## src/hdl/softmax_top1_confidence_assert.svh

```systemverilog
// Assertion macros for the top-1 softmax confidence block.
`ifndef SOFTMAX_TOP1_CONFIDENCE_ASSERT_SVH
`define SOFTMAX_TOP1_CONFIDENCE_ASSERT_SVH

// Same-cycle implication, sampled on clk, idle while rst_n is low.
`define SMX_ASSERT_NOW(label, ante, cons) \
  label: assert property (@(posedge clk) disable iff (!rst_n) (ante) |-> (cons)) \
    else $error("smx assertion failed");

// Next-cycle implication, sampled on clk, idle while rst_n is low.
`define SMX_ASSERT_NEXT(label, ante, cons) \
  label: assert property (@(posedge clk) disable iff (!rst_n) (ante) |=> (cons)) \
    else $error("smx assertion failed");

`endif

```

## src/hdl/smx_pkg.sv

```systemverilog
// Shared types, constants and arithmetic helpers for the softmax top-1 block.
package smx_pkg;

  localparam int CLASS_W = 10;
  localparam int CONF_W  = 16;
  localparam int D_W     = 12;   // clamped exponent argument, Q8.8
  localparam int X_W     = 13;   // d * log2(e) in Q8.8
  localparam int E_W     = 17;   // exp result, 1.0 = 65536
  localparam int SUM_W   = 32;

  localparam logic [D_W-1:0]   D_MAX     = 12'd4095;  // exp is zero well below this
  localparam logic [16:0]      LOG2E_Q16 = 17'd94548;
  localparam logic [SUM_W-1:0] ONE_Q16   = 32'd65536;

  // 2^32 / sum: sum >= 2^16, so quotient bits above 16 are zero
  localparam int               DIV_STEPS = 17;
  localparam logic [SUM_W-1:0] DIV_INIT  = 32'h0000_8000;

  localparam logic [1:0] KIND_FIRST = 2'd0;  // first item of a row
  localparam logic [1:0] KIND_RAISE = 2'd1;  // new strict maximum
  localparam logic [1:0] KIND_ADD   = 2'd2;  // at or below the maximum

  typedef struct packed {
    logic [1:0]         kind;
    logic [D_W-1:0]     d;
    logic               last;
    logic [CLASS_W-1:0] pos;
  } smx_entry_t;

  function automatic logic [E_W-1:0] pow2_tab(input logic [4:0] idx);
    logic [E_W-1:0] v;
    case (idx)
      5'd0:    v = 17'd65536;
      5'd1:    v = 17'd62757;
      5'd2:    v = 17'd60096;
      5'd3:    v = 17'd57549;
      5'd4:    v = 17'd55109;
      5'd5:    v = 17'd52773;
      5'd6:    v = 17'd50535;
      5'd7:    v = 17'd48393;
      5'd8:    v = 17'd46341;
      5'd9:    v = 17'd44376;
      5'd10:   v = 17'd42495;
      5'd11:   v = 17'd40693;
      5'd12:   v = 17'd38968;
      5'd13:   v = 17'd37316;
      5'd14:   v = 17'd35734;
      5'd15:   v = 17'd34219;
      5'd16:   v = 17'd32768;
      default: v = '0;
    endcase
    return v;
  endfunction

  // 2^(-x/256) scaled by 65536, linear interpolation between 17 table points
  function automatic logic [E_W-1:0] exp_frac(input logic [X_W-1:0] x);
    logic [4:0]     n;
    logic [4:0]     hi;
    logic [3:0]     lo;
    logic [E_W-1:0] t0;
    logic [E_W-1:0] t1;
    logic [E_W-1:0] dt;
    logic [20:0]    p;
    logic [E_W-1:0] m;
    n  = x[12:8];
    hi = {1'b0, x[7:4]};
    lo = x[3:0];
    t0 = pow2_tab(hi);
    t1 = pow2_tab(hi + 5'd1);
    dt = t0 - t1;
    p  = 21'(dt) * 21'(lo);
    m  = t0 - E_W'(p >> 4);
    if (n > 5'd16) begin
      return '0;
    end
    return m >> n;
  endfunction

  function automatic logic [SUM_W-1:0] sat_add(input logic [SUM_W-1:0] a,
                                               input logic [SUM_W-1:0] b);
    logic [SUM_W:0] s;
    s = {1'b0, a} + {1'b0, b};
    return s[SUM_W] ? '1 : s[SUM_W-1:0];
  endfunction

endpackage

```

## src/hdl/smx_if.sv

```systemverilog
// Valid/ready channel interfaces for activations in and top-1 results out.
interface smx_in_if #(
  parameter int ACT_WIDTH = 16
);
  logic                        valid;
  logic                        ready;
  logic signed [ACT_WIDTH-1:0] activation;
  logic                        row_end;

  modport source (output valid, output activation, output row_end, input ready);
  modport sink   (input valid, input activation, input row_end, output ready);
endinterface

interface smx_out_if;
  logic                                valid;
  logic                                ready;
  logic [smx_pkg::CLASS_W-1:0]         best_class;
  logic [smx_pkg::CONF_W-1:0]          confidence;

  modport source (output valid, output best_class, output confidence, input ready);
  modport sink   (input valid, input best_class, input confidence, output ready);
endinterface

```

## src/hdl/smx_front.sv

```systemverilog
// Front end: tracks the row maximum and positions, classifies each activation.
module smx_front #(
  parameter int MAX_CLASSES = 1024,
  parameter int ACT_WIDTH   = 16
) (
  input  logic                        clk,
  input  logic                        rst_n,
  input  logic                        in_valid,
  output logic                        in_ready,
  input  logic signed [ACT_WIDTH-1:0] in_activation,
  input  logic                        in_row_end,
  output logic                        push_valid,
  input  logic                        push_ready,
  output smx_pkg::smx_entry_t         push_entry
);

  localparam int PW = (MAX_CLASSES > 2) ? $clog2(MAX_CLASSES) : 1;
  localparam int XW = (ACT_WIDTH + 1 > smx_pkg::D_W) ? ACT_WIDTH + 1 : smx_pkg::D_W;

  logic                        started_r, started_nxt;
  logic signed [ACT_WIDTH-1:0] max_r, max_nxt;
  logic [PW-1:0]               best_r, best_nxt;
  logic [PW-1:0]               pos_r, pos_nxt;

  logic                        accept;
  logic                        raise;
  logic signed [ACT_WIDTH:0]   diff;
  logic [XW-1:0]               diff_x;
  logic [smx_pkg::D_W-1:0]     d_clamp;

  assign in_ready   = push_ready;
  assign push_valid = in_valid;
  assign accept     = in_valid && push_ready;
  assign raise      = started_r && (in_activation > max_r);

  always_comb begin
    if (raise) begin
      diff = (ACT_WIDTH+1)'(in_activation) - (ACT_WIDTH+1)'(max_r);
    end else begin
      diff = (ACT_WIDTH+1)'(max_r) - (ACT_WIDTH+1)'(in_activation);
    end
    diff_x = XW'(unsigned'(diff));
    if (!started_r) begin
      d_clamp = '0;
    end else if (diff_x > XW'(smx_pkg::D_MAX)) begin
      d_clamp = smx_pkg::D_MAX;
    end else begin
      d_clamp = diff_x[smx_pkg::D_W-1:0];
    end
  end

  always_comb begin
    best_nxt    = (!started_r || raise) ? pos_r : best_r;
    max_nxt     = (!started_r || raise) ? in_activation : max_r;
    started_nxt = started_r;
    pos_nxt     = pos_r;
    if (accept) begin
      if (in_row_end) begin
        started_nxt = 1'b0;
        pos_nxt     = '0;
      end else begin
        started_nxt = 1'b1;
        pos_nxt     = (pos_r == PW'(MAX_CLASSES - 1)) ? '0 : pos_r + PW'(1);
      end
    end
  end

  always_comb begin
    if (!started_r) begin
      push_entry.kind = smx_pkg::KIND_FIRST;
    end else if (raise) begin
      push_entry.kind = smx_pkg::KIND_RAISE;
    end else begin
      push_entry.kind = smx_pkg::KIND_ADD;
    end
    push_entry.d    = d_clamp;
    push_entry.last = in_row_end;
    push_entry.pos  = smx_pkg::CLASS_W'(best_nxt);
  end

  always_ff @(posedge clk) begin
    if (!rst_n) begin
      started_r <= 1'b0;
      pos_r     <= '0;
      max_r     <= '0;
      best_r    <= '0;
    end else begin
      started_r <= started_nxt;
      pos_r     <= pos_nxt;
      if (accept) begin
        max_r  <= max_nxt;
        best_r <= best_nxt;
      end
    end
  end

endmodule

```

## src/hdl/smx_fifo.sv

```systemverilog
// Two-entry queue between the front end and the arithmetic back end.
module smx_fifo (
  input  logic                clk,
  input  logic                rst_n,
  input  logic                push_valid,
  output logic                push_ready,
  input  smx_pkg::smx_entry_t push_entry,
  output logic                pop_valid,
  input  logic                pop_ready,
  output smx_pkg::smx_entry_t pop_entry
);

  localparam int DEPTH = 2;
  localparam int AW    = 1;

  smx_pkg::smx_entry_t mem_r [DEPTH];
  logic [AW-1:0]       wr_ptr_r, rd_ptr_r;
  logic [AW:0]         cnt_r;
  logic                do_push, do_pop;

  assign push_ready = (cnt_r != (AW+1)'(DEPTH));
  assign pop_valid  = (cnt_r != '0);
  assign pop_entry  = mem_r[rd_ptr_r];
  assign do_push    = push_valid && push_ready;
  assign do_pop     = pop_valid && pop_ready;

  always_ff @(posedge clk) begin
    if (!rst_n) begin
      wr_ptr_r <= '0;
      rd_ptr_r <= '0;
      cnt_r    <= '0;
    end else begin
      if (do_push) begin
        wr_ptr_r <= wr_ptr_r + AW'(1);
      end
      if (do_pop) begin
        rd_ptr_r <= rd_ptr_r + AW'(1);
      end
      if (do_push && !do_pop) begin
        cnt_r <= cnt_r + (AW+1)'(1);
      end else if (do_pop && !do_push) begin
        cnt_r <= cnt_r - (AW+1)'(1);
      end
    end
  end

  always_ff @(posedge clk) begin
    if (do_push) begin
      mem_r[wr_ptr_r] <= push_entry;
    end
  end

endmodule

```

## src/hdl/smx_back.sv

```systemverilog
// Back end: exp evaluation, online sum update, reciprocal divide, result register.
module smx_back (
  input  logic                          clk,
  input  logic                          rst_n,
  input  logic                          pop_valid,
  output logic                          pop_ready,
  input  smx_pkg::smx_entry_t           pop_entry,
  output logic                          out_valid,
  input  logic                          out_ready,
  output logic [smx_pkg::CLASS_W-1:0]   out_best_class,
  output logic [smx_pkg::CONF_W-1:0]    out_confidence
);

  localparam logic [2:0] S_IDLE = 3'd0;
  localparam logic [2:0] S_MUL  = 3'd1;
  localparam logic [2:0] S_EXP  = 3'd2;
  localparam logic [2:0] S_ACC  = 3'd3;
  localparam logic [2:0] S_RESC = 3'd4;
  localparam logic [2:0] S_DIV  = 3'd5;
  localparam logic [2:0] S_OUT  = 3'd6;

  localparam int CW = $clog2(smx_pkg::DIV_STEPS + 1);

  logic [2:0]                    state_r, state_nxt;
  logic                          out_valid_r, out_valid_nxt;
  smx_pkg::smx_entry_t           ent_r, ent_nxt;
  logic [smx_pkg::SUM_W-1:0]     sum_r, sum_nxt;
  logic [smx_pkg::X_W-1:0]       x_r, x_nxt;
  logic [smx_pkg::E_W-1:0]       e_r, e_nxt;
  logic [smx_pkg::SUM_W-1:0]     prod_r, prod_nxt;
  logic [smx_pkg::SUM_W-1:0]     rem_r, rem_nxt;
  logic [smx_pkg::E_W-1:0]       quo_r, quo_nxt;
  logic [CW-1:0]                 cnt_r, cnt_nxt;
  logic [smx_pkg::CLASS_W-1:0]   cls_r, cls_nxt;
  logic [smx_pkg::CONF_W-1:0]    conf_r, conf_nxt;

  logic                          fin;
  logic                          fin_last;
  logic [28:0]                   xmul;
  logic [48:0]                   smul;
  logic [smx_pkg::SUM_W:0]       trial;

  assign pop_ready      = (state_r == S_IDLE);
  assign out_valid      = out_valid_r;
  assign out_best_class = cls_r;
  assign out_confidence = conf_r;

  always_comb begin
    state_nxt     = state_r;
    out_valid_nxt = out_valid_r && !out_ready;
    ent_nxt       = ent_r;
    sum_nxt       = sum_r;
    x_nxt         = x_r;
    e_nxt         = e_r;
    prod_nxt      = prod_r;
    rem_nxt       = rem_r;
    quo_nxt       = quo_r;
    cnt_nxt       = cnt_r;
    cls_nxt       = cls_r;
    conf_nxt      = conf_r;
    fin           = 1'b0;
    fin_last      = ent_r.last;
    xmul          = 29'(ent_r.d) * 29'(smx_pkg::LOG2E_Q16);
    smul          = 49'(sum_r) * 49'(e_r);
    trial         = {rem_r, 1'b0};

    case (state_r)
      S_IDLE: begin
        if (pop_valid) begin
          ent_nxt = pop_entry;
          if (pop_entry.kind == smx_pkg::KIND_FIRST) begin
            sum_nxt  = smx_pkg::ONE_Q16;
            fin      = 1'b1;
            fin_last = pop_entry.last;
          end else begin
            state_nxt = S_MUL;
          end
        end
      end
      S_MUL: begin
        x_nxt     = xmul[28:16];
        state_nxt = S_EXP;
      end
      S_EXP: begin
        e_nxt     = smx_pkg::exp_frac(x_r);
        state_nxt = S_ACC;
      end
      S_ACC: begin
        if (ent_r.kind == smx_pkg::KIND_RAISE) begin
          // old terms rescaled by exp(old_max - new_max)
          prod_nxt  = smul[47:16];
          state_nxt = S_RESC;
        end else begin
          sum_nxt = smx_pkg::sat_add(sum_r, smx_pkg::SUM_W'(e_r));
          fin     = 1'b1;
        end
      end
      S_RESC: begin
        sum_nxt = smx_pkg::sat_add(prod_r, smx_pkg::ONE_Q16);
        fin     = 1'b1;
      end
      S_DIV: begin
        // restoring step; remainder stays below sum so it fits 32 bits
        if (trial >= {1'b0, sum_r}) begin
          rem_nxt = smx_pkg::SUM_W'(trial - {1'b0, sum_r});
          quo_nxt = {quo_r[smx_pkg::E_W-2:0], 1'b1};
        end else begin
          rem_nxt = trial[smx_pkg::SUM_W-1:0];
          quo_nxt = {quo_r[smx_pkg::E_W-2:0], 1'b0};
        end
        cnt_nxt = cnt_r - CW'(1);
        if (cnt_r == CW'(1)) begin
          state_nxt = S_OUT;
        end
      end
      S_OUT: begin
        if (!out_valid_r || out_ready) begin
          out_valid_nxt = 1'b1;
          cls_nxt       = ent_r.pos;
          conf_nxt      = quo_r[smx_pkg::E_W-1] ? '1 : quo_r[smx_pkg::CONF_W-1:0];
          state_nxt     = S_IDLE;
        end
      end
      default: begin
        state_nxt = S_IDLE;
      end
    endcase

    if (fin) begin
      if (fin_last) begin
        rem_nxt   = smx_pkg::DIV_INIT;
        quo_nxt   = '0;
        cnt_nxt   = CW'(smx_pkg::DIV_STEPS);
        state_nxt = S_DIV;
      end else begin
        state_nxt = S_IDLE;
      end
    end
  end

  always_ff @(posedge clk) begin
    if (!rst_n) begin
      state_r     <= S_IDLE;
      out_valid_r <= 1'b0;
    end else begin
      state_r     <= state_nxt;
      out_valid_r <= out_valid_nxt;
    end
  end

  always_ff @(posedge clk) begin
    ent_r  <= ent_nxt;
    sum_r  <= sum_nxt;
    x_r    <= x_nxt;
    e_r    <= e_nxt;
    prod_r <= prod_nxt;
    rem_r  <= rem_nxt;
    quo_r  <= quo_nxt;
    cnt_r  <= cnt_nxt;
    cls_r  <= cls_nxt;
    conf_r <= conf_nxt;
  end

endmodule

```

## src/hdl/softmax_top1_confidence.sv

```systemverilog
// Top-1 softmax confidence: streams a row of Q8.8 activations, returns argmax and 1/sum.
//
// in_ch carries one signed activation per transaction plus row_end on the last of a
// row; out_ch carries one transaction per row: best_class (first strict maximum,
// position modulo MAX_CLASSES, low 10 bits) and confidence in unsigned Q0.16.
// The front end takes a transaction in any cycle the two-entry queue has room,
// so short bursts enter back to back. The back end takes one item at a time: the
// first item of a row is taken directly, an item at or below the running
// maximum passes through exp argument multiply, table interpolation and accumulate,
// and a new maximum adds the 32x17 rescale multiply.
// After the last item of a row the back end runs a restoring divide for
// 2^32/sum and then loads the output register, where out_ch.valid rises.
// While out_ch is stalled the result holds; the back end waits with the next
// result and the queue fills, after which in_ch.ready drops.
// Synchronous reset clears the row state, the queue and the output valid flag.
`include "softmax_top1_confidence_assert.svh"

module softmax_top1_confidence #(
  parameter int MAX_CLASSES = 1024,
  parameter int ACT_WIDTH   = 16
) (
  input logic       clk,
  input logic       rst_n,
  smx_in_if.sink    in_ch,
  smx_out_if.source out_ch
);

  logic                push_valid, push_ready;
  smx_pkg::smx_entry_t push_entry;
  logic                pop_valid, pop_ready;
  smx_pkg::smx_entry_t pop_entry;

  smx_front #(
    .MAX_CLASSES (MAX_CLASSES),
    .ACT_WIDTH   (ACT_WIDTH)
  ) u_front (
    .clk           (clk),
    .rst_n         (rst_n),
    .in_valid      (in_ch.valid),
    .in_ready      (in_ch.ready),
    .in_activation (in_ch.activation),
    .in_row_end    (in_ch.row_end),
    .push_valid    (push_valid),
    .push_ready    (push_ready),
    .push_entry    (push_entry)
  );

  smx_fifo u_fifo (
    .clk        (clk),
    .rst_n      (rst_n),
    .push_valid (push_valid),
    .push_ready (push_ready),
    .push_entry (push_entry),
    .pop_valid  (pop_valid),
    .pop_ready  (pop_ready),
    .pop_entry  (pop_entry)
  );

  smx_back u_back (
    .clk            (clk),
    .rst_n          (rst_n),
    .pop_valid      (pop_valid),
    .pop_ready      (pop_ready),
    .pop_entry      (pop_entry),
    .out_valid      (out_ch.valid),
    .out_ready      (out_ch.ready),
    .out_best_class (out_ch.best_class),
    .out_confidence (out_ch.confidence)
  );

  // an empty queue always has room for the front end
  `SMX_ASSERT_NOW(a_empty_queue_accepts, !pop_valid, push_ready)
  // sum never exceeds 2^32-1, so the reciprocal is never zero
  `SMX_ASSERT_NOW(a_conf_nonzero, out_ch.valid, out_ch.confidence != '0)
  // the entry pushed after a row's last one opens a new row
  `SMX_ASSERT_NEXT(a_row_start_after_end,
                   push_valid && push_ready && push_entry.last,
                   !(push_valid && push_ready) ||
                   push_entry.kind == smx_pkg::KIND_FIRST)

endmodule

```

## src/flat_wrapper.sv

```systemverilog
// flat-port wrapper written by rule: the top's interface ports become plain ports
module softmax_top1_confidence_flat 
#(
  parameter int MAX_CLASSES = 1024,
  parameter int ACT_WIDTH   = 16
)
  (clk, rst_n, in_ch_valid, in_ch_activation, in_ch_row_end, in_ch_ready, out_ch_valid, out_ch_best_class, out_ch_confidence, out_ch_ready);
  smx_in_if #(.ACT_WIDTH(ACT_WIDTH)) in_ch_i ();
  smx_out_if out_ch_i ();
  input logic clk;
  input logic rst_n;
  input wire logic [$bits(in_ch_i.valid)-1:0] in_ch_valid;
  input wire logic [$bits(in_ch_i.activation)-1:0] in_ch_activation;
  input wire logic [$bits(in_ch_i.row_end)-1:0] in_ch_row_end;
  output wire logic [$bits(in_ch_i.ready)-1:0] in_ch_ready;
  output wire logic [$bits(out_ch_i.valid)-1:0] out_ch_valid;
  output wire logic [$bits(out_ch_i.best_class)-1:0] out_ch_best_class;
  output wire logic [$bits(out_ch_i.confidence)-1:0] out_ch_confidence;
  input wire logic [$bits(out_ch_i.ready)-1:0] out_ch_ready;
  assign in_ch_i.valid = in_ch_valid;
  assign in_ch_i.activation = in_ch_activation;
  assign in_ch_i.row_end = in_ch_row_end;
  assign in_ch_ready = in_ch_i.ready;
  assign out_ch_valid = out_ch_i.valid;
  assign out_ch_best_class = out_ch_i.best_class;
  assign out_ch_confidence = out_ch_i.confidence;
  assign out_ch_i.ready = out_ch_ready;
  softmax_top1_confidence #(.MAX_CLASSES(MAX_CLASSES), .ACT_WIDTH(ACT_WIDTH)) u_core (.clk(clk), .rst_n(rst_n), .in_ch(in_ch_i), .out_ch(out_ch_i));
endmodule
```

## config.mk

```make
export PLATFORM = sky130hd
export DESIGN_NAME = softmax_top1_confidence_flat
export DESIGN_NICKNAME = d
export VERILOG_FILES = /design/src/hdl/smx_pkg.sv /design/src/hdl/smx_if.sv /design/src/hdl/smx_front.sv /design/src/hdl/smx_fifo.sv /design/src/hdl/smx_back.sv /design/src/hdl/softmax_top1_confidence.sv /design/src/flat_wrapper.sv
export VERILOG_INCLUDE_DIRS = /design/src /design/src/hdl
export SDC_FILE = /design/constraint.sdc
export NUM_CORES = 2
export LEC_CHECK = 0
export BUFFER_PORTS_ARGS = -buffer_cell sky130_fd_sc_hd__buf_2
export CAP_MARGIN = 10
export CORE_ASPECT_RATIO = 0.9
export CORE_MARGIN = 8
export CORE_UTILIZATION = 60
export DETAILED_ROUTE_END_ITERATION = 16
export PLACE_DENSITY_LB_ADDON = 0.2
export SYNTH_ARGS = -nofsm -noshare
export SYNTH_HDL_FRONTEND = slang
export SYNTH_SLANG_ARGS = --single-unit
```

## constraint.sdc

```tcl
create_clock -name clk -period 9.4 [get_ports clk]
set_clock_uncertainty 0.15 [all_clocks]
set_input_delay 1.88 -clock clk [delete_from_list [all_inputs] [get_ports clk]]
set_output_delay 1.88 -clock clk [all_outputs]
set_load 0.01 [all_outputs]
```

Word-level counts from Yosys, hierarchy flattened
Memories as Yosys holds them, arrays and structs flattened. A register that Yosys moved wholly into a read port is not among the register bits.
Cells that the tools add are included.
{"block": "totals", "ff_bits": 244, "latchBits": 0, "ram_bits": 50, "mem_bits_ro": 816, "input_bits": 21, "out_inout_bits": 28, "elab_cells": 146, "n_memories": 3}
{"block": "classes", "n_addsub": 14, "multipliers": 3, "div_mod_pow": 0, "order_cmp": 4, "n_eq_ne": 19, "shift": 1, "muxes": 56, "n_bitwise": 0, "reduce_logical": 24}
{"name": "(name not given)", "depth": 32, "word_bits": 17, "read_ports": 1, "rd_ports_with_merged_regs": 0, "write_ports": 0, "line_no": "smx_pkg.sv:32", "rtl": "case (idx)"}
{"name": "(name not given)", "depth": 16, "word_bits": 17, "read_ports": 1, "rd_ports_with_merged_regs": 1, "write_ports": 0, "line_no": "smx_pkg.sv:32"}
{"name": "u_core.u_fifo.mem_r", "depth": 2, "word_bits": 25, "read_ports": 1, "rd_ports_with_merged_regs": 1, "write_ports": 1, "line_no": "smx_fifo.sv:16", "rtl": "smx_pkg::smx_entry_t mem_r [DEPTH];"}
{"op": "two-way mux 32 bit", "n": 9}
{"op": "two-way mux 17 bit", "n": 8}
{"op": "one-hot mux 32 bit (3 select lines)", "n": 1}
{"op": "multiplier 32 x 17 -> 48 bit", "n": 1}
{"op": "subtractor 16 x 16 -> 17 bit", "n": 2}
{"op": "subtractor 17 bit", "n": 2}
{"op": "adder 32 x 17 -> 33 bit", "n": 1}
{"op": "adder 32 x 17 -> 33 bit (second input constant)", "n": 1}
{"op": "greater-or-equal comparator 33 x 32 -> 1 bit", "n": 1}
{"op": "subtractor 32 bit", "n": 1}
{"op": "two-way mux 10 bit", "n": 3}
{"op": "multiplier 12 x 15 -> 27 bit (second input constant)", "n": 1}
{"op": "two-way mux 12 bit", "n": 2}
{"op": "multiplier 17 x 4 -> 21 bit", "n": 1}
{"op": "two-way mux 3 bit", "n": 7}
{"op": "one-hot mux 3 bit (7 select lines)", "n": 1}
{"op": "greater-than comparator 17 x 12 -> 1 bit (second input constant)", "n": 1}
{"op": "right shift 17 x 5 -> 17 bit", "n": 1}
{"op": "greater-than comparator 16 bit", "n": 1}
{"op": "two-way mux 1 bit", "n": 16}
{"op": "two-way mux 5 bit", "n": 3}
{"op": "inequality test 3 bit (second input constant)", "n": 5}
{"op": "adder 10 x 1 -> 10 bit (second input constant)", "n": 1}
{"op": "equality test 10 bit (second input constant)", "n": 1}
{"op": "other kinds (25)", "n": 50}

Logic depth before layout (Yosys ltp)
An unclocked memory read counts as a cell.
{"block": "depth", "word_depth": 8, "ltp_mapped": 46}

Modules after synthesis
A second synthesis with hierarchy kept.
{"block": "unflattened", "cells_unflattened": 4410, "hier_area_um2": 40123.5}
{"mod": "smx_back", "n_inst": 1, "cells_per_inst": 3872, "area_per_inst_um2": 34765.8, "seq_area_each_um2": 5855.6}
{"mod": "smx_front", "n_inst": 1, "cells_per_inst": 436, "area_per_inst_um2": 3316.9, "seq_area_each_um2": 740.7}
{"mod": "smx_fifo", "n_inst": 1, "cells_per_inst": 102, "area_per_inst_um2": 2040.7, "seq_area_each_um2": 1601.5}

Worst setup path after synthesis
OpenSTA, ideal clock, no wires.
{"block": "synth_path", "kind": "register -> register", "from": "reg u_core.u_back.x_r[5] (netlist name)", "to": "reg u_core.u_back.e_r[5] (netlist name) (data pin)", "setup_time_ps": 272, "t_arrival_ps": 8526, "setup_slack_ps": 452, "stages_incl_launch_ff": 43, "period_less_slack_ps": 8948, "cell_sequence": "edfxtp_1 > ha_1 > ha_1 > clkbuf_1 > clkbuf_1 > nand2_1 > o221ai_1 > a22oi_1 > ha_1 > fa_1 > nand3b_1 > a21oi_1 > o211ai_1 > a21boi_0 > o21ai_0 > a21boi_0 > or2_2 > a21oi_1 > [7 not listed] > and3_1 > nand2_1 > nor2_1 > a21oi_1 > o21ai_1 > o21a_1 > o21a_1 > or2_2 > ha_1 > a21o_1 > a211o_1 > o22a_1 > o21ai_0 > xor2_1 > nor2_1 > a222oi_1 > a21boi_2 > o22ai_1"}
{"block": "synth_between", "elab_chain_len": 8}
{"item": "from (decl)", "line_no": "smx_back.sv:28", "rtl": "logic [smx_pkg::X_W-1:0] x_r, x_nxt;"}
{"item": "from (signal assigned)", "line_no": "smx_back.sv:154", "rtl": "x_r <= x_nxt;"}
{"item": "adder 4 x 1 -> 5 bit", "line_no": "smx_pkg.sv:69", "rtl": "t1 = pow2_tab(hi + 5'd1);"}
{"item": "memory read (32 x 17 bit)"}
{"item": "two-way mux 17 bit", "line_no": "smx_back.sv:67", "rtl": "case (state_r)"}
{"item": "subtractor 17 bit", "line_no": "smx_pkg.sv:70", "rtl": "dt = t0 - t1;"}
{"item": "multiplier 17 x 4 -> 21 bit", "line_no": "smx_pkg.sv:71", "rtl": "p = 21'(dt) * 21'(lo);"}
{"item": "subtractor 17 bit", "line_no": "smx_pkg.sv:72", "rtl": "m = t0 - E_W'(p >> 4);"}
{"item": "right shift 17 x 5 -> 17 bit", "line_no": "smx_pkg.sv:76", "rtl": "return m >> n;"}
{"item": "two-way mux 17 bit", "line_no": "smx_pkg.sv:76"}
{"item": "to (signal assigned)", "line_no": "smx_back.sv:155", "rtl": "e_r <= e_nxt;"}
{"item": "to (decl)", "line_no": "smx_back.sv:29", "rtl": "logic [smx_pkg::E_W-1:0] e_r, e_nxt;"}
No other way between the ends. The select of a mux whose other input is x is not followed.
A chain may end at the register's enable or synchronous reset.

Final worst setup path
Ends and elaborated chain as after synthesis.

==> results.cfg <==
[timing]
slew-limit-headroom_pct = 23.34
slew_viol_final = 0
tightest_slew_ns = 1.150
fmax_mhz = 112.8
fin_crit_ns = 8.868
setup_viol = 0
final.period_utilization_pct = 94.34
hold_viol_final = 0

[synth]
synth.yosys.seq_area_share_pct = 20.52
synth_cells = 4414
synthArstFlopShare_pct = 0
synthesis.nets = 5322
avgSynthCellArea_um2 = 9.052
synth_edf_count = 195
ys_ff_latch = 312
synth.distinct_cells = 88
netlist_area_um2 = 39960
synth-warning-count = 0
synth_top_flop_cell = edfxtp_1

[clocking]
cts_tree = done
clk_pin_slew_ns = 0.06
cts.path.max_buffers = 3
clock_sinks = 312
root_buffer = clkbuf_16
cts_made_buffers = 36
htreeDepth = 2
clock_latency_ns = 0.57

[layout]
syn_to_final_growth_pct = 6.122
final_common_cell = inv_1
fin_nets = 5282
multiInputGateArea_um2 = 28410
design_area_um2 = 42400
instances_no_fill = 5266
nFillCells = 5524
final_cell_mix = inv_1 (725), nand2_1 (670), fa_1 (528)
final_core_util_pct = 64.54
diodes = 0
regArea_um2 = 8198
final_layout_size_suffix_gt1_share_pct = 6.815

[detailed_routing]
ant_nets = 0
drcViolationCount = 0
routed_wl_um = 92080
drt-initial-drc-count = 1643
first_pass_iters = 5
wire_per_inst_um = 17.48
viasPerCell = 5.632
vias = 29660

[job]
drv_cap = 0

[floorplan]
die_area_um2 = 75120
design.core.area_um2 = 65700
initial_utilization_pct = 60.82
std_cell_rows = 89
num_io_pins = 49
dieHeight_um = 260.8
die_w_um = 288.0

[grt]
grt_pass1_wl_um = 153100
grt_max_degree = 73
overflow = 0
antenna_found_initial = 0
grt_busiest_layer = met2
grt_pass1_vias = 29890
met1_usage_pct = 33.89
met3_usage_pct = 3.095
use_met2_pct = 42.27
track_usage_pct = 24.89

[placed_design]
globalplace.congestion = 0.8843
placedCellCount = 5195
placed_area_um2 = 41030
port_buffers = 48
hpwl_um = 71800

[setup_path]
startpoint_type = register
crit_family = compound AO/OA/AOI/OAI gates
critPathSlowestCell = fa_1
critPathMaxFanout = 7
worst-path-buf-inv = 3
critPathArrivalTime_ns = 9.03
max_stage_delay_ns = 0.52
required_ns = 9.56
setup.worst_path.end_class = register
path_class = register to register

[run_status]
status = completed

[min_path]
hp-class = register to register
state kept, by name (all words and copies together) (netlist names), 13 cells and up, named ones only:
name / flops
u_core.u_back.out_confidence: 16
u_core.u_fifo.mem_r: 50
u_core.u_back.ent_r: 25
u_core.u_back.rem_r: 32
u_core.u_back.quo_r: 17
u_core.u_back.prod_r: 32
u_core.u_back.e_r: 17
u_core.u_back.sum_r: 32
u_core.u_back.x_r: 13
u_core.u_front.max_r: 16
logic make-up (layout without fill, tap and decap cells):
group	after synthesis	after routing	share of synthesized area (%)
AO/OA/AOI/OAI	699	699	11.42
adder cells (fa/ha/maj)	887	887	37.70
buffers and inverters	925	913	8.743
flip-flops	312	312	20.52
multiplexers	103	103	2.752
XOR/XNOR	156	156	3.457
AND/OR/NAND/NOR	1332	1332	15.41
worst reg2reg max path, delay by kind of cell (launching register included):
kind            cells  cell delay [ns]
fa+ha+maj           5             1.87
simple gates       10             1.95
buf+inv             3             0.27
compound gates     18             3.21
flops               1             0.43
xor+xnor            3             0.75
synthesized netlist by cell type (8+ instances only):
library cell / instances / area, um2
inv_1: 725 / 2721
nand2_1: 671 / 2519
fa_1: 528 / 10570
ha_1: 359 / 4492
edfxtp_1: 195 / 5856
and2_1: 193 / 1207
nor2_1: 181 / 679.4
clkbuf_1: 175 / 656.9
a21oi_1: 170 / 850.8
o21ai_0: 162 / 810.8
dfxtp_1: 117 / 2342
xnor2_1: 99 / 867.1
a21o_1: 58 / 435.4
mux2i_1: 57 / 570.6
xor2_1: 55 / 481.7
nand3_1: 46 / 230.2
mux2_2: 45 / 506.7
nor3_1: 43 / 215.2
a21boi_0: 39 / 292.8
and3_1: 35 / 219.0
a211oi_1: 34 / 255.2
a31oi_1: 31 / 193.9
o21a_1: 31 / 232.7
or2_2: 31 / 193.9
nand2b_1: 30 / 187.7
nor2b_1: 30 / 187.7
o211ai_1: 25 / 187.7
o21bai_1: 17 / 127.6
or3_1: 17 / 106.4
nand4_1: 13 / 81.33
buf_2: 11 / 55.05
a211o_1: 10 / 87.58
a22oi_1: 10 / 75.07
o31ai_1: 10 / 75.07
buf_1: 9 / 33.78
nor3b_1: 8 / 60.06
o22ai_1: 8 / 50.05
per-layer routing:
layer	vias to the layer above	wire, um
li1	14200	-
met1	14620	41120
met2	707	44150
met3	134	4739
met4	0	2067
met5	-	0
layout make-up:
| cell class | count | area share, % |
|---|---|---|
| Tap cell | 864 | 2.549 |
| Timing Repair Buffer | 119 | 1.824 |
| Inverter | 728 | 6.444 |
| Clock inverter | 23 | 0.5606 |
| Clock buffer | 43 | 2.284 |
| Multi-Input combinational cell | 3177 | 67.00 |
| Sequential cell | 312 | 19.33 |
through the flow:
step	setup WS, ns	hold WS, ns	setup TNS (ns)
6_report	0.5321	0.2696	0
5_1_grt	-0.03196	0.2803	-0.05972
4_1_cts	0.01837	0.2708	0
3_5_place_dp	0.04398	0.2554	0
3_3_place_gp	0.1805	0.2506	0
2_1_floorplan	0.4520	0.2503	0
worst paths after layout:
path	end	from	slack, ns	cells after the start
setup / recovery	u_core.u_back.e_r[5]$_SDFFCE_PP0P_	u_core.u_back.x_r[5]$_DFFE_PP_	0.53	39
hold / removal	u_core.u_back.out_best_class[1]$_DFFE_PP_	u_core.u_back.ent_r[1]$_DFFE_PP_	0.27	0
hold reg to reg	u_core.u_back.out_best_class[1]$_DFFE_PP_	u_core.u_back.ent_r[1]$_DFFE_PP_	0.27	0
setup reg to reg	u_core.u_back.e_r[5]$_SDFFCE_PP0P_	u_core.u_back.x_r[5]$_DFFE_PP_	0.53	39
timing repair:
item | CTS | global route
gates resized for setup | 0 | 29
endpoints found under the setup margin | 0 | 17
setup buffers | 0 | 5
hold buffers | 0 | 0
Power is left out: the tool's default activity adds up to more than one toggle a clock period on the data nets, which glitch-free logic cannot reach.
